$ cat config.mk
export PLATFORM = sky130hd
export DESIGN_NAME = idle_power_state_manager
export DESIGN_NICKNAME = d
export VERILOG_FILES = /design/src/ipsm_pkg.sv /design/src/ipsm_cfg.sv /design/src/ipsm_core.sv /design/src/idle_power_state_manager.sv
export SDC_FILE = /design/constraint.sdc
export NUM_CORES = 1
export LEC_CHECK = 0
export BUFFER_PORTS_ARGS = -buffer_cell sky130_fd_sc_hd__buf_2
export CAP_MARGIN = 20
export CORE_UTILIZATION = 55
export DETAILED_ROUTE_END_ITERATION = 16
export PLACE_DENSITY = 0.82
export SYNTH_ARGS = -nofsm -noshare
export SYNTH_HDL_FRONTEND = slang
export SYNTH_HIERARCHICAL = 1
export SYNTH_SLANG_ARGS = --single-unit
$ cat constraint.sdc
create_clock -name aclk -period 8.5 [get_ports aclk]
set_clock_uncertainty 0.2 [all_clocks]
set_input_delay 0.425 -clock aclk [delete_from_list [all_inputs] [get_ports aclk]]
set_output_delay 0.425 -clock aclk [all_outputs]
set_load 0.03 [all_outputs]
$ cat src/ipsm_pkg.sv
// ----------------------------------------------------------------------------
// ipsm_pkg
// Types and constants shared by the idle power state manager modules.
// ----------------------------------------------------------------------------
`default_nettype none

package ipsm_pkg;

    localparam int RAW_W    = 32;
    localparam int SEC_W    = 24;
    localparam int JIT_W    = 16;
    localparam int ACT_W    = 3;
    localparam int MS_PER_S = 1000;
    localparam int THR_W    = SEC_W + 10;
    localparam int ADDR_W   = 5;
    localparam int DATA_W   = 32;

    typedef enum logic [1:0] {
        PS_ACTIVE    = 2'd0,
        PS_LOCKED    = 2'd1,
        PS_OFF       = 2'd2,
        PS_SUSPENDED = 2'd3
    } pstate_t;

    typedef enum logic {
        KIND_POLL   = 1'b0,
        KIND_RESUME = 1'b1
    } kind_t;

    typedef enum logic [2:0] {
        REG_LOCK_S    = 3'd0,
        REG_OFF_S     = 3'd1,
        REG_SUSPEND_S = 3'd2,
        REG_JITTER    = 3'd3,
        REG_ACT_EN    = 3'd4,
        REG_DRY_RUN   = 3'd5,
        REG_INIT_IDLE = 3'd6
    } reg_addr_t;

    localparam logic [SEC_W-1:0] LOCK_S_RST    = SEC_W'(300);
    localparam logic [SEC_W-1:0] OFF_S_RST     = SEC_W'(600);
    localparam logic [SEC_W-1:0] SUSPEND_S_RST = SEC_W'(1800);
    localparam logic [JIT_W-1:0] JITTER_RST    = JIT_W'(500);
    localparam logic [ACT_W-1:0] ACT_EN_RST    = ACT_W'(7);
    localparam logic [RAW_W-1:0] INIT_IDLE_RST = RAW_W'(0);

    localparam logic [THR_W-1:0] LOCK_MS_RST    = THR_W'(300 * MS_PER_S);
    localparam logic [THR_W-1:0] OFF_MS_RST     = THR_W'(600 * MS_PER_S);
    localparam logic [THR_W-1:0] SUSPEND_MS_RST = THR_W'(1800 * MS_PER_S);

    typedef struct packed {
        logic [THR_W-1:0] lock_ms;
        logic [THR_W-1:0] off_ms;
        logic [THR_W-1:0] suspend_ms;
        logic [JIT_W-1:0] jitter_ms;
        logic [ACT_W-1:0] action_enable;
        logic             dry_run;
    } cfg_t;

    typedef struct packed {
        logic             inhibit;
        logic [RAW_W-1:0] idle_ms;
        kind_t            kind;
    } item_t;

    typedef struct packed {
        logic    do_suspend;
        logic    do_off;
        logic    do_lock;
        pstate_t wanted_state;
        pstate_t power_state;
    } result_t;

endpackage

`default_nettype wire

$ cat src/ipsm_cfg.sv
// ----------------------------------------------------------------------------
// ipsm_cfg
// APB register file. Thresholds are also kept scaled to milliseconds.
// ----------------------------------------------------------------------------
`default_nettype none

module ipsm_cfg (
    input  wire logic                      aclk,
    input  wire logic                      aresetn,
    input  wire logic                      psel,
    input  wire logic                      penable,
    input  wire logic                      pwrite,
    input  wire logic [ipsm_pkg::ADDR_W-1:0] paddr,
    input  wire logic [ipsm_pkg::DATA_W-1:0] pwdata,
    output logic      [ipsm_pkg::DATA_W-1:0] prdata,
    output logic                           pready,
    output ipsm_pkg::cfg_t                 cfg
);
    import ipsm_pkg::*;

    logic [SEC_W-1:0] lock_s_reg, off_s_reg, suspend_s_reg;
    logic [THR_W-1:0] lock_ms_reg, off_ms_reg, suspend_ms_reg;
    logic [JIT_W-1:0] jitter_reg;
    logic [ACT_W-1:0] act_en_reg;
    logic             dry_run_reg;
    logic [RAW_W-1:0] init_idle_reg;
    logic             wr_en;
    reg_addr_t        addr;
    logic [THR_W-1:0] wdata_ms;

    assign pready   = 1'b1;
    assign wr_en    = psel && penable && pwrite && pready;
    assign addr     = reg_addr_t'(paddr[4:2]);
    assign wdata_ms = THR_W'(pwdata[SEC_W-1:0]) * THR_W'(MS_PER_S);

    always_ff @(posedge aclk) begin
        if (!aresetn) begin
            lock_s_reg     <= LOCK_S_RST;
            off_s_reg      <= OFF_S_RST;
            suspend_s_reg  <= SUSPEND_S_RST;
            lock_ms_reg    <= LOCK_MS_RST;
            off_ms_reg     <= OFF_MS_RST;
            suspend_ms_reg <= SUSPEND_MS_RST;
            jitter_reg     <= JITTER_RST;
            act_en_reg     <= ACT_EN_RST;
            dry_run_reg    <= 1'b0;
            init_idle_reg  <= INIT_IDLE_RST;
        end else if (wr_en) begin
            unique case (addr)
                REG_LOCK_S: begin
                    lock_s_reg  <= pwdata[SEC_W-1:0];
                    lock_ms_reg <= wdata_ms;
                end
                REG_OFF_S: begin
                    off_s_reg  <= pwdata[SEC_W-1:0];
                    off_ms_reg <= wdata_ms;
                end
                REG_SUSPEND_S: begin
                    suspend_s_reg  <= pwdata[SEC_W-1:0];
                    suspend_ms_reg <= wdata_ms;
                end
                REG_JITTER:    jitter_reg    <= pwdata[JIT_W-1:0];
                REG_ACT_EN:    act_en_reg    <= pwdata[ACT_W-1:0];
                REG_DRY_RUN:   dry_run_reg   <= pwdata[0];
                REG_INIT_IDLE: init_idle_reg <= pwdata[RAW_W-1:0];
                default: ;
            endcase
        end
    end

    always_comb begin
        unique case (addr)
            REG_LOCK_S:    prdata = DATA_W'(lock_s_reg);
            REG_OFF_S:     prdata = DATA_W'(off_s_reg);
            REG_SUSPEND_S: prdata = DATA_W'(suspend_s_reg);
            REG_JITTER:    prdata = DATA_W'(jitter_reg);
            REG_ACT_EN:    prdata = DATA_W'(act_en_reg);
            REG_DRY_RUN:   prdata = DATA_W'(dry_run_reg);
            REG_INIT_IDLE: prdata = DATA_W'(init_idle_reg);
            default:       prdata = '0;
        endcase
    end

    assign cfg.lock_ms       = lock_ms_reg;
    assign cfg.off_ms        = off_ms_reg;
    assign cfg.suspend_ms    = suspend_ms_reg;
    assign cfg.jitter_ms     = jitter_reg;
    assign cfg.action_enable = act_en_reg;
    assign cfg.dry_run       = dry_run_reg;

endmodule

`default_nettype wire

$ cat src/ipsm_core.sv
// ----------------------------------------------------------------------------
// ipsm_core
// Power state update for one transaction and the result register.
// ----------------------------------------------------------------------------
`default_nettype none

module ipsm_core (
    input  wire logic               aclk,
    input  wire logic               aresetn,
    input  wire ipsm_pkg::cfg_t     cfg,
    input  wire logic               item_valid,
    input  wire ipsm_pkg::item_t    item,
    output logic                    item_ready,
    output logic                    res_valid,
    output ipsm_pkg::result_t       res,
    input  wire logic               res_ready
);
    import ipsm_pkg::*;

    pstate_t          state_reg, state_next, state_mid;
    logic [RAW_W-1:0] baseline_reg, baseline_next;
    logic [RAW_W-1:0] last_raw_reg, last_raw_next;
    logic             last_inh_reg, last_inh_next;
    logic             res_valid_reg;
    result_t          res_reg, res_next;

    logic             step;
    logic             drop;
    logic             rebase;
    logic [RAW_W-1:0] diff;
    logic [THR_W-1:0] eff;
    pstate_t          thr_state, wanted;
    logic [2:0]       pulses;

    assign item_ready = !res_valid_reg || res_ready;
    assign step       = item_valid && item_ready;

    assign drop = ({1'b0, item.idle_ms} + (RAW_W+1)'(cfg.jitter_ms))
                  < {1'b0, last_raw_reg};
    assign diff = item.idle_ms - baseline_reg;

    always_comb begin
        rebase = drop || (item.inhibit != last_inh_reg);
        if (rebase || (item.idle_ms < baseline_reg)) begin
            eff = '0;
        end else begin
            eff = THR_W'(diff);
        end

        if (eff >= cfg.suspend_ms) begin
            thr_state = PS_SUSPENDED;
        end else if (eff >= cfg.off_ms) begin
            thr_state = PS_OFF;
        end else if (eff >= cfg.lock_ms) begin
            thr_state = PS_LOCKED;
        end else begin
            thr_state = PS_ACTIVE;
        end

        state_mid = drop ? PS_ACTIVE : state_reg;

        // stage k+1 is crossed when state_mid <= k < wanted
        pulses        = '0;
        baseline_next = baseline_reg;
        last_raw_next = item.idle_ms;
        last_inh_next = last_inh_reg;
        if (item.kind == KIND_RESUME) begin
            baseline_next = item.idle_ms;
            state_next    = PS_ACTIVE;
            wanted        = PS_ACTIVE;
        end else begin
            baseline_next = rebase ? item.idle_ms : baseline_reg;
            last_inh_next = item.inhibit;
            if (item.inhibit) begin
                wanted = state_mid;
            end else begin
                wanted = thr_state;
                for (int k = 0; k < 3; k++) begin
                    pulses[k] = (2'(k) >= state_mid) && (2'(k) < wanted);
                end
                pulses = pulses & cfg.action_enable & {3{!cfg.dry_run}};
            end
            state_next = wanted;
        end

        res_next.power_state  = state_next;
        res_next.wanted_state = wanted;
        res_next.do_lock      = pulses[0];
        res_next.do_off       = pulses[1];
        res_next.do_suspend   = pulses[2];
    end

    always_ff @(posedge aclk) begin
        if (!aresetn) begin
            state_reg     <= PS_ACTIVE;
            baseline_reg  <= INIT_IDLE_RST;
            last_raw_reg  <= INIT_IDLE_RST;
            last_inh_reg  <= 1'b0;
            res_valid_reg <= 1'b0;
        end else begin
            if (step) begin
                state_reg    <= state_next;
                baseline_reg <= baseline_next;
                last_raw_reg <= last_raw_next;
                last_inh_reg <= last_inh_next;
            end
            if (item_ready) begin
                res_valid_reg <= item_valid;
            end
        end
    end

    always_ff @(posedge aclk) begin
        if (step) begin
            res_reg <= res_next;
        end
    end

    assign res_valid = res_valid_reg;
    assign res       = res_reg;

endmodule

`default_nettype wire

$ cat src/idle_power_state_manager.sv
// ----------------------------------------------------------------------------
// idle_power_state_manager
// Idle time driven power state tracker with action pulses.
// ----------------------------------------------------------------------------
// Takes one transaction per clock unless m_tready holds the result back: a poll
// sample or a resume event enters an input register, and the state update runs
// from there into the result register, with the state registers updated as the
// result is written. Thresholds are written in seconds and compared internally
// in milliseconds. The initial idle register is readable but the baseline always
// restarts from its reset value.
`default_nettype none

module idle_power_state_manager (
    input  wire logic                        aclk,
    input  wire logic                        aresetn,
    input  wire logic                        s_tvalid,
    output logic                             s_tready,
    input  wire logic [39:0]                 s_tdata,  // idle_ms[31:0], inhibit[32]
    input  wire logic                        s_tuser,  // kind
    output logic                             m_tvalid,
    input  wire logic                        m_tready,
    output logic      [7:0]                  m_tdata,  // power_state[1:0], wanted_state[3:2],
                                                       // do_lock[4], do_off[5], do_suspend[6]
    input  wire logic                        psel,
    input  wire logic                        penable,
    input  wire logic                        pwrite,
    input  wire logic [ipsm_pkg::ADDR_W-1:0] paddr,
    input  wire logic [ipsm_pkg::DATA_W-1:0] pwdata,
    output logic      [ipsm_pkg::DATA_W-1:0] prdata,
    output logic                             pready
);
    import ipsm_pkg::*;

    cfg_t    cfg;
    item_t   in_reg;
    logic    in_valid_reg;
    logic    core_ready;
    result_t res;

    ipsm_cfg u_cfg (
        .aclk    (aclk),
        .aresetn (aresetn),
        .psel    (psel),
        .penable (penable),
        .pwrite  (pwrite),
        .paddr   (paddr),
        .pwdata  (pwdata),
        .prdata  (prdata),
        .pready  (pready),
        .cfg     (cfg)
    );

    assign s_tready = !in_valid_reg || core_ready;

    always_ff @(posedge aclk) begin
        if (!aresetn) begin
            in_valid_reg <= 1'b0;
        end else if (s_tready) begin
            in_valid_reg <= s_tvalid;
        end
    end

    always_ff @(posedge aclk) begin
        if (s_tvalid && s_tready) begin
            in_reg.kind    <= kind_t'(s_tuser);
            in_reg.idle_ms <= s_tdata[RAW_W-1:0];
            in_reg.inhibit <= s_tdata[RAW_W];
        end
    end

    ipsm_core u_core (
        .aclk       (aclk),
        .aresetn    (aresetn),
        .cfg        (cfg),
        .item_valid (in_valid_reg),
        .item       (in_reg),
        .item_ready (core_ready),
        .res_valid  (m_tvalid),
        .res        (res),
        .res_ready  (m_tready)
    );

    assign m_tdata = {1'b0, res};

endmodule

`default_nettype wire

* Word level (Yosys, flattened, before mapping)
Index checks and enable logic that the tools add are counted.
** Storage, ports and cells
- Bits of input ports :: 85
- Register bits after elaboration :: 325
- Output and inout port bits :: 43
- Word-level logic and storage cells :: 83
** Cells by class
- Order comparisons :: 11
- $add $sub $neg :: 2
- Equal/unequal tests :: 7
- Reductions and logical operators :: 26
- Bitwise operators :: 3
- Mux-type cells :: 10
- $mul :: 1
** Operators by type and width (number)
- case mux 32 bit (7 select lines) :: 1
- greater-or-equal comparator 32 x 34 -> 1 bit :: 3
- 2-to-1 mux 32 bit :: 3
- adder 32 x 16 -> 33 bit :: 1
- < comparator 33 x 32 -> 1 bit :: 1
- < comparator 32 bit :: 1
- subtractor 32 bit :: 1
- multiplier 24 x 7 -> 31 bit (second input constant) :: 1
- AND reduction 2 bit :: 9
- 2-to-1 mux 2 bit :: 5
- equality test 3 bit (second input constant) :: 3
- logical AND 1 bit :: 7
- bitwise AND 3 bit :: 2
- equality test 3 x 2 -> 1 bit (second input constant) :: 2
- greater-or-equal comparator 1 x 2 -> 1 bit (first input constant) :: 2
- logical OR 1 bit :: 4
- < comparator 1 x 2 -> 1 bit (first input constant) :: 2
- equality test 3 x 1 -> 1 bit (second input constant) :: 1
- zero test 1 bit :: 3
- zero test 3 bit :: 1
- greater-or-equal comparator 2 bit (first input constant) :: 1
- < comparator 2 bit (first input constant) :: 1
- nonzero test 2 bit :: 1
- OR reduction 2 bit :: 1
- other kinds (3) :: 3

* Depth between registers and ports, before layout
Gate-level depths: netlist (run 1).
- Depth in word-level cells :: 13
- Mapped depth :: 32
- Mapped depth without buffers :: 31

* Cells and area by module
Netlist (run 1), hierarchy kept.
** Modules (own cells, without submodules)
- ipsm_cfg :: instances 1, cells an instance 1515, seq. area each 4224.1 µm², area each 12821.0 µm²
- ipsm_core :: instances 1, cells an instance 1159, seq. area each 1511.4 µm², area each 8918.6 µm²
- idle_power_state_manager :: instances 1, cells an instance 41, seq. area each 1041.0 µm², area each 1089.8 µm²

* Worst setup path after synthesis (run 1)
OpenSTA, ideal clock, no wires.
- Path kind :: flip-flop to flip-flop
- From :: register in_reg[2] (netlist bit)
- To :: register u_core.res_reg, in the netlist u_core/res[0], data pin
- Arrival :: 6.074 ns
- Path buffers :: 1
- Cell stages (with the launch flop) :: 33
- Setup slack :: 1.962 ns
- Clock period less this slack :: 6.538 ns
- Required time :: 8.036 ns
- Cells stage by stage :: edfxtp_1 > ha_1 > a21o_1 > a21o_1 > a21oi_1 > o21ai_0 > a21o_1 > nand3_1 > a41o_1 > a211oi_1 > nand3_1 > xnor2_1 > ha_1 > a21o_1 > a21oi_1 > o21ai_0 > nor4_1 > nor3_1 > a211o_1 > o311ai_4 > clkbuf_1 > nor2_1 > ha_1 > a21o_1 > a21o_1 > a21o_1 > a21o_1 > a21oi_1 > nor2_1 > a211oi_1 > o41ai_4 > o211ai_2 > a211oi_2
** On the way
- Word-level cells in the longest chain between the ends :: 11
- Elaborated cells between the ends (all ways) :: 16
- Classes of those cells :: add/sub: 2; order compare: 5; mux: 7; reduce/logical: 2
** RTL lines
- from (decl) :: RTL line idle_power_state_manager.sv:35 : item_t in_reg;
- adder 32 x 16 -> 33 bit :: RTL line ipsm_core.sv:38 : assign drop = ({1'b0, item.idle_ms} + (RAW_W+1)'(cfg.jitter_ms))
- < comparator 33 x 32 -> 1 bit :: RTL line ipsm_core.sv:39 : < {1'b0, last_raw_reg};
- logical OR 1 bit :: RTL line ipsm_core.sv:43 : rebase = drop || (item.inhibit != last_inh_reg);
- logical OR 1 bit :: RTL line ipsm_core.sv:44 : if (rebase || (item.idle_ms < baseline_reg)) begin
- 2-to-1 mux 32 bit :: RTL line ipsm_core.sv:44
- greater-or-equal comparator 32 x 34 -> 1 bit :: RTL line ipsm_core.sv:54 : end else if (eff >= cfg.lock_ms) begin
- 2-to-1 mux 1 bit :: RTL line ipsm_core.sv:54
- 2-to-1 mux 2 bit :: RTL line ipsm_core.sv:52 : end else if (eff >= cfg.off_ms) begin
- 2-to-1 mux 2 bit :: RTL line ipsm_core.sv:50 : if (eff >= cfg.suspend_ms) begin
- 2-to-1 mux 2 bit (*) :: RTL line ipsm_core.sv:74 : if (item.inhibit) begin
- 2-to-1 mux 2 bit (*)
- via u_core.state_next[0] :: RTL line ipsm_core.sv:20 : pstate_t state_reg, state_next, state_mid;
- to (signal assigned) :: RTL line ipsm_core.sv:115 : res_reg <= res_next;
- to (decl) :: RTL line ipsm_core.sv:25 : result_t res_reg, res_next;
Mark *: on every way through the listed nets, which the timed path passes. The rest lies on a longest branch.
A chain may end at the register's enable or synchronous reset.

* Worst setup path in the final report (run 1)
- From :: register u_cfg.jitter_reg[0]
- To :: register u_core.res_reg, in the netlist u_core/res[0], data pin
** On the way
- Word-level cells in the longest chain between the ends :: 11
- Elaborated cells between the ends (all ways) :: 14
- Classes of those cells :: add/sub: 1; order compare: 4; mux: 7; reduce/logical: 2
** RTL lines
- from (decl) :: RTL line ipsm_cfg.sv:23 : logic [JIT_W-1:0] jitter_reg;
- from (signal assigned) :: RTL line ipsm_cfg.sv:62 : REG_JITTER: jitter_reg <= pwdata[JIT_W-1:0];
- adder 32 x 16 -> 33 bit (*) :: RTL line ipsm_core.sv:38
- < comparator 33 x 32 -> 1 bit (*) :: RTL line ipsm_core.sv:39
- logical OR 1 bit :: RTL line ipsm_core.sv:43
- logical OR 1 bit :: RTL line ipsm_core.sv:44
- 2-to-1 mux 32 bit :: RTL line ipsm_core.sv:44
- greater-or-equal comparator 32 x 34 -> 1 bit :: RTL line ipsm_core.sv:54
- 2-to-1 mux 1 bit :: RTL line ipsm_core.sv:54
- 2-to-1 mux 2 bit :: RTL line ipsm_core.sv:52
- 2-to-1 mux 2 bit :: RTL line ipsm_core.sv:50
- 2-to-1 mux 2 bit (*) :: RTL line ipsm_core.sv:74
- 2-to-1 mux 2 bit (*)
- via u_core.state_next[0] :: RTL line ipsm_core.sv:20
Marked as above.

==> results of run 1 <==
-- layer usage --
metal  GRT usage (%)  vias to the layer above  routed length, um
li1                -                     9528                  -
met1            39.3                     9582              27100
met2            50.8                      901              30300
met3            4.85                      164               4910
met4            12.2                        0               2300
met5               0                        -                  0
-- power by group --
part | leakage, nW | internal, W | switching (W)
logic | 7.79 | 0.000999 | 0.00183
clock network | 0.638 | 0.00102 | 0.000708
registers | 2.65 | 0.00158 | 0.0000414
total | 11.1 | 0.00359 | 0.00258
-- per-stage QoR --
| stage | cells | utilization, % |
|---|---|---|
| finish | 3385 | 62.5 |
| global route | 3385 | 62.5 |
| detailed placement | 3251 | 57.6 |
| floorplan | 2723 | - |
| global placement | 3251 | 57.6 |
| CTS | 3385 | 62.5 |
-- worst paths after layout --
check | start | end
setup / recovery | u_cfg/jitter_reg[0] | u_core/res[0]
hold / removal | pwdata[22] | u_cfg/off_s_reg[22]
setup reg to reg | u_cfg/jitter_reg[0] | u_core/res[0]
hold reg to reg | u_cfg/init_idle_reg[13] | u_cfg/init_idle_reg[13]
-- cells by family after synthesis --
group | Yosys count
multiplexers | 54
adder cells (fa/ha/maj) | 329
buffers and inverters | 452
other | 3
flip-flops | 319
AO/OA/AOI/OAI | 666
XOR/XNOR | 73
AND/OR/NAND/NOR | 819
-- worst min-delay path, cell delays in order --
cell and delay, ns:
sky130_fd_sc_hd__buf_2 0.20, sky130_fd_sc_hd__nand2_1 0.09, sky130_fd_sc_hd__a21oi_1 0.06
-- synth_stat cells (6+ instances only) --
cell	n
sky130_fd_sc_hd__o21a_1	16
sky130_fd_sc_hd__a21o_1	76
sky130_fd_sc_hd__o22ai_1	24
sky130_fd_sc_hd__o2111ai_1	7
sky130_fd_sc_hd__fa_1	88
sky130_fd_sc_hd__nor2_1	101
sky130_fd_sc_hd__dfxtp_1	280
sky130_fd_sc_hd__a22oi_1	43
sky130_fd_sc_hd__xor2_1	29
sky130_fd_sc_hd__nand4_1	29
sky130_fd_sc_hd__buf_4	25
sky130_fd_sc_hd__edfxtp_1	39
sky130_fd_sc_hd__a211oi_1	21
sky130_fd_sc_hd__nand3_1	86
sky130_fd_sc_hd__a2111o_1	7
sky130_fd_sc_hd__inv_1	306
sky130_fd_sc_hd__and3_1	21
sky130_fd_sc_hd__o21ai_0	68
sky130_fd_sc_hd__a31oi_1	10
sky130_fd_sc_hd__and2_1	13
sky130_fd_sc_hd__or3_1	6
sky130_fd_sc_hd__and4_1	7
sky130_fd_sc_hd__o21ai_1	13
sky130_fd_sc_hd__clkbuf_8	6
sky130_fd_sc_hd__nor2b_1	40
sky130_fd_sc_hd__ha_1	241
sky130_fd_sc_hd__nor3_1	24
sky130_fd_sc_hd__nor4_1	10
sky130_fd_sc_hd__nand2_1	444
sky130_fd_sc_hd__o31ai_1	8
sky130_fd_sc_hd__o21bai_1	9
sky130_fd_sc_hd__xnor2_1	44
sky130_fd_sc_hd__buf_2	13
sky130_fd_sc_hd__mux2_2	14
sky130_fd_sc_hd__a21boi_0	37
sky130_fd_sc_hd__o211ai_1	37
sky130_fd_sc_hd__o311ai_0	11
sky130_fd_sc_hd__nand2b_1	16
sky130_fd_sc_hd__or2_2	8
sky130_fd_sc_hd__a21oi_1	212
sky130_fd_sc_hd__clkbuf_1	94
sky130_fd_sc_hd__o221ai_1	8
sky130_fd_sc_hd__mux2i_1	39
-- layout make-up --
cell class | instances | share of cell area (%)
Timing Repair Buffer | 205 | 5.53
Sequential cell | 319 | 26.5
Inverter | 308 | 4.53
Multi-Input combinational cell | 1952 | 55.6
Clock inverter | 20 | 1.06
Tap cell | 532 | 2.60
Clock buffer | 49 | 4.12
-- repair_timing --
action,CTS,global route
hold endpoints to repair,113,0
hold buffers,65,0
setup buffers,0,0
==> results.md, run 1 <==
- The most numerous cell type found on the critical path is sky130_fd_sc_hd__a21o_1.
- The starting density of the core is 55.8%.
- VDD sags by at most 0.000192 V.
- The floorplan step defined a die boundary enclosing 0.0423 sq mm.
- The via count is 20.2k.
- The flow ran to the end, and the final reports show no timing, DRC or antenna violations.
- After synthesis the cells add up to 0.0228 sq mm.
- Among all flip-flop cells after synthesis, the most frequent one is sky130_fd_sc_hd__dfxtp_1.
- The total negative setup slack is 0 ns.
- The slowest cell on the critical path is sky130_fd_sc_hd__dfxtp_1.
- During placement, the flow inserted port buffers numbering 116.
- The maximum achievable frequency is 0.126 GHz.
- The top cell types in the final layout, fill and taps aside, are 441 x sky130_fd_sc_hd__nand2_1, 306 x sky130_fd_sc_hd__inv_1, 280 x sky130_fd_sc_hd__dfxtp_1.
- Along the worst hold path, the cell count comes to 3.
- In the final layout, the share of cells above drive strength 1 is 9.22%.
- The maximum number of pins on one net before global-route repair is 96.
- The buffer cell driving the clock tree root is sky130_fd_sc_hd__clkbuf_16.
- STA puts the critical path data required time at 8.64 ns.
- For this run, the register share of the synthesized area comes to 29.7%.
- The number of flip-flops in the largest register is 34.
- The total inserted antenna cells is 0.
- The setup check on the worst reg-to-reg path leaves a slack of 0.53 ns.
- The clock latency at the later pin of the worst-skew pair is 0.60 ns.
- Summing the areas of all fa, ha and maj instances in the mapped netlist gives 20.9% of the synthesized area.
- Overall power consumption after layout is estimated at 0.00617 W.
- The number of clock sinks is 319.
- The class of the tightest hold or removal check is in -> reg.
- From synthesis to final layout, the design area changed by 12.0%.
- Once detail routing completed, the nets flagged for antenna violations numbered 0.
- Measured against its own limit, the worst slew margin works out to 24.4%.
- Yosys printed 6 warnings.
- Summing all multi-input logic gate instances after layout gives 0.0142 sq mm.
- STA puts the critical path data arrival time at 8.10 ns.
- The kind of end point of the critical path is a flop.
- The hold violation count in the final report came to 0.
- The number of synthesized register bits is 319.
- The total of cells resized after clock tree synthesis is 0.
- The setup slack of the critical path after layout is 0.534 ns.
- Setup violations remaining at the end of the flow were counted as 0.
- The first-pass GRT wire length is 102000 um.
- Final hold analysis gives a worst-case slack of 0.0305 ns.
- The number of CTS-inserted buffers is 39.
- The H-tree generated during clock tree synthesis spans 2 levels.
- With fillers left out, the area of the finished cells amounts to 0.0256 sq mm.
- The share of Yosys cell area claimed by the top area cell type is 24.6%.
- The chip width is 206 um.
- The placed instance area is 0.0236 sq mm.
- The synthesized netlist devotes 19.7% of its cell area to compound gates.
- Summed over all layers, the routed wires come to 64600 um.
- After synthesis, the share of cell area in mux cells is 2.50%.
- The routability-driven placement congestion ratio is 0.994.
- The smallest clock period supported by the final layout is computed as 7.97 ns.
- The number of global-route vias before repair is 19.7k.
- Summed over all instances, the cell type with the most area after synthesis is sky130_fd_sc_hd__dfxtp_1.
- The layout has 3366 filler cells.
- Summing the areas of all xor and xnor instances in the mapped netlist gives 2.80% of the synthesized area.
- The detailed placement HPWL is 46600 um.
- The per-instance average area after synthesis is 8.41 sq um.
- The tool flagged a number of max-cap violations equal to 0.
- The clock tree from TritonCTS is yes.
- The count of mapped cells out of synthesis is 2715.
- The final layout net count is 3239.
- The total global routing track utilization is 30.5%.
- The die is 206 um tall.
- The synthesized netlist devotes 16.1% of its cell area to simple gates.
- In this design, the largest share of critical-path delay is due to compound AO/OA/AOI/OAI gates.
- The number of placement rows is 74.
- Of all flip-flops after synthesis, the portion carrying an async set or reset was 0%.
- The residual overflow from global routing is 0.
- The critical path class is reg -> reg.
- In the final routed layout, each cell accounts on average for 19.1 um.
- The top-level port count is 128.
- The number of buffers and inverters on the critical path is 3.
- Before CTS, the worst setup slack after placement is 0.764 ns.
- On the worst path, the slowest cell contributes a delay of 0.49 ns.
- The share of the clock period used by the worst path is 93.7%.
- The count of unique library cells instantiated by Yosys is 91.
- The number of synthesized flops with an enable pin is 39.
- The number of iterations in the first detailed-routing pass is 8.
- The number of antenna violations at the first check in global routing is 0.
- The clock-pin transition on the worst setup and hold timing paths is 0.06 ns.
- After floorplanning, the core was sized to cover 0.0409 sq mm.
- The most common cell after layout, fill and taps aside is sky130_fd_sc_hd__nand2_1.
- For the pin with the worst max-slew slack, the measured transition is 1.13 ns.
- Using the TritonRoute via totals, the vias-per-cell ratio works out to 5.96.
- Power spread over the standard cell area amounts to 241 mW/mm^2.
- The DRC violation total after the first TritonRoute iteration is 1768.
- The detailed-route DRC error count is 0.
- For this design the static power due to leakage is 11.1 nW.
- The number of cells traversed by the worst register-to-register path is 31.
- The largest fanout on the critical path is 18.
- No sink is reached through more buffers than the 3 on the longest clock path.
- Across the whole layout, storage elements account for 0.00678 sq mm.
- The max-slew violation count came to 0.
- The nature of the critical path startpoint is a flop.
- By area the synthesized netlist is led by sky130_fd_sc_hd__dfxtp_1 25%, sky130_fd_sc_hd__ha_1 13%, sky130_fd_sc_hd__fa_1 7.7%, sky130_fd_sc_hd__nand2_1 7.3%, sky130_fd_sc_hd__edfxtp_1 5.1%.
- Counting buffers and inverters, the worst setup path is 31 cells deep.
- Setup repair after global routing left no endpoint under its margin.
- The largest family of logic cells by synthesized area is adder cells.
(Power assumes the default switching activity.)
==> run 2, diff against run 1 <==
--- a/config.mk
+++ b/config.mk
@@ -7,9 +7,9 @@
 export LEC_CHECK = 0
 export BUFFER_PORTS_ARGS = -buffer_cell sky130_fd_sc_hd__buf_2
 export CAP_MARGIN = 20
-export CORE_UTILIZATION = 55
+export CORE_UTILIZATION = 50
 export DETAILED_ROUTE_END_ITERATION = 16
-export PLACE_DENSITY = 0.82
+export PLACE_DENSITY = 0.76
 export SYNTH_ARGS = -nofsm -noshare
 export SYNTH_HDL_FRONTEND = slang
 export SYNTH_HIERARCHICAL = 1
==> run 2 against run 1 <==
Against the previous run:
- first-iteration DRC count decreased by 8.3%
- via count decreased by 2.1%
- sequential share of layout area increased by 0.16 points
- combinational power about the same
- die area increased by 9.9%
- count of clock-buffer cells in the layout increased by 2
- critical path depth decreased by 2
- non-clock buffer count decreased by 9
- clock power decreased by 9.8%
- register-to-register slack improved by 0.09 ns
- largest cell class unchanged
==> results.md, run 2 (same netlist as run 1, synthesis figures left out) <==
- For the pin with the worst max-slew slack, the measured transition is 1.12 ns.
- Once the floorplan was initialized, standard cells occupied 51.2% of the core.
- Entering global routing, the biggest net connects 91 pins.
- Dividing total power by cell area gives a power density of 237 mW/mm^2.
- Setup violations remaining at the end of the flow were counted as 0.
- The worst min-delay path startpoint is pwdata[11].
- The floorplan has 77 rows.
- The shortest period the worst path allows is 7.87 ns.
- Summed over all cells, the static leakage comes to 11.0 nW.
- Setup repair after global routing left no endpoint under its margin.
- The routability-driven placement congestion ratio is 0.905.
- The number of buffers inserted by port buffering is 116.
- The share of the clock period used by the worst path is 92.6%.
- Across all register-to-register paths, the minimum setup slack is 0.63 ns.
- The number of iterations in the first detailed-routing pass is 6.
- Final hold analysis gives a worst-case slack of 0.0189 ns.
- At the end of the flow, the number of nets in the layout was 3228.
- The remaining max-slew budget at the tightest pin is 25.5%.
- The die footprint is 0.0465 sq mm.
- The worst setup path is launched from a flop.
- Using the TritonRoute via totals, the vias-per-cell ratio works out to 5.75.
- The critical path starts at u_cfg/jitter_reg[0].
- Summed over all nets, the half-perimeter wirelength after detailed placement is 47000 um.
- On the critical path, the stage with the largest delay is an instance of sky130_fd_sc_hd__dfxtp_1.
- The worst voltage drop across the vdd grid is 0.000205 V.
- The delay contributed by the slowest stage of the critical path is 0.51 ns.
- The fraction of final layout cells sized beyond drive strength 1 is 9.08%.
- After clock tree synthesis, the clock-pin slew on the worst setup and hold paths is 0.06 ns.
- In the routed design, unresolved DRC markers number 0.
- Clock tree synthesis found a total of 319 sinks.
- The number of CTS-inserted buffers is 37.
- The core outline area is 0.0446 sq mm.
- The largest fanout on the critical path is 20.
- The run finished with clean final reports.
- The final design instance area without fill is 0.0254 sq mm.
- Global routing used 27.3% of the available tracks.
- Gates resized during post-CTS repair numbered 0.
- Measured along the y axis, the die boundary spans 216 um.
- For the worst setup path, the data required time is 8.70 ns.
- The first global-routing pass estimated 101000 um of wire.
- Data on the critical path arrives at its endpoint at 8.08 ns.
- The via count is 19.8k.
- The sum of routed wire length over all layers is 63900 um.
- The chip width is 216 um.
- The top-level port count is 128.
- TritonCTS built the clock tree.
- The signed area change from the synthesized netlist to the final layout is 11.3%.
- Max-cap violations in this run came to 0.
- The number of antenna violations at the first check in global routing is 3.
- The class of the tightest hold or removal check is in -> reg.
- The clock latency at the later pin of the worst-skew pair is 0.57 ns.
- STA classifies the critical path endpoint as a flop.
- The placed instances occupy a cell area of 0.0236 sq mm.
- The max-slew violation count is 0.
- The maximum number of buffers from clock root to sink is 3.
- The maximum level of the CTS H-tree is 2.
- The root buffer cell chosen for the clock tree is sky130_fd_sc_hd__clkbuf_16.
- The hold violation count in the final report is 0.
- Once detail routing completed, the nets flagged for antenna violations numbered 0.
- The critical path class is reg -> reg.
- The number of global-route vias before repair was 19.1k.
- Leaving out fill and tap cells, the most frequent cells in the layout are 441 x sky130_fd_sc_hd__nand2_1, 306 x sky130_fd_sc_hd__inv_1, 280 x sky130_fd_sc_hd__dfxtp_1.
- Before CTS, the worst setup slack after placement is 0.786 ns.
- The maximum achievable frequency is 0.127 GHz.
- The setup slack of the critical path after layout is 0.628 ns.
- The total negative setup slack is 0 ns.
- The DRC violation total after the first TritonRoute iteration is 1621.
- The total power consumption of the routed design is 0.00603 W.
- The start of the worst register-to-register path is u_cfg/jitter_reg[0].
- After detailed routing, the average wire length per cell comes to 18.6 um.
- The most common cell after layout, fill and taps aside is sky130_fd_sc_hd__nand2_1.
- The register with the most flip-flops in the layout has 34 of them.
- Global routing finished with a remaining overflow of 0.
run 2: worst paths after layout:
path,to,cells after the start
max,u_core/res[0],29
min,u_cfg/suspend_s_reg[11],3
max reg2reg,u_core/res[0],29
min reg2reg,u_cfg/init_idle_reg[15],2
run 2: critical path: cells and delay by family, from the launching register on:
| family | cells | cell delay, ns |
|---|---|---|
| buf+inv | 3 | 0.60 |
| simple gates | 11 | 2.78 |
| xor+xnor | 1 | 0.07 |
| flops | 1 | 0.51 |
| fa+ha+maj | 4 | 1.08 |
| compound gates | 10 | 2.45 |
run 2: final cells by class:
class                           count  area (sq um)
Antenna cell                        1          2.50
Clock buffer                       51          1050
Clock inverter                     14           133
Fill cell                        3965         19200
Inverter                          308          1160
Multi-Input combinational cell   1952         14200
Sequential cell                   319          6780
Tap cell                          592           741
Timing Repair Buffer              196          1330
run 2: metal layers:
| metal | routed length [um] | vias up | global-route usage, % | part of all wire [%] |
|---|---|---|---|---|
| li1 | - | 9512 | - | - |
| met5 | 13 | - | 0 | 0.020 |
| met3 | 4810 | 139 | 5.67 | 7.5 |
| met1 | 27100 | 9397 | 35.2 | 42 |
| met2 | 29700 | 700 | 44.4 | 47 |
| met4 | 2290 | 2 | 10.7 | 3.6 |
run 2: what timing repair did:
action                                 CTS  global route
hold buffers                            57             0
endpoints found under the hold margin   81             0
buffers inserted                         0             0
run 2: where the power goes:
part	internal (W)	switching [W]	total (W)
logic	0.000995	0.00185	0.00285
registers	0.00158	0.0000402	0.00162
clock network	0.000902	0.000662	0.00156
total	0.00347	0.00255	0.00603
run 2: metrics by stage:
step / utilization (%) / std cells
finish: 57.0 / 3433
floorplan: - / 2723
CTS: 56.9 / 3431
global placement: 53.0 / 3309
detailed placement: 53.0 / 3309
global route: 57.0 / 3433
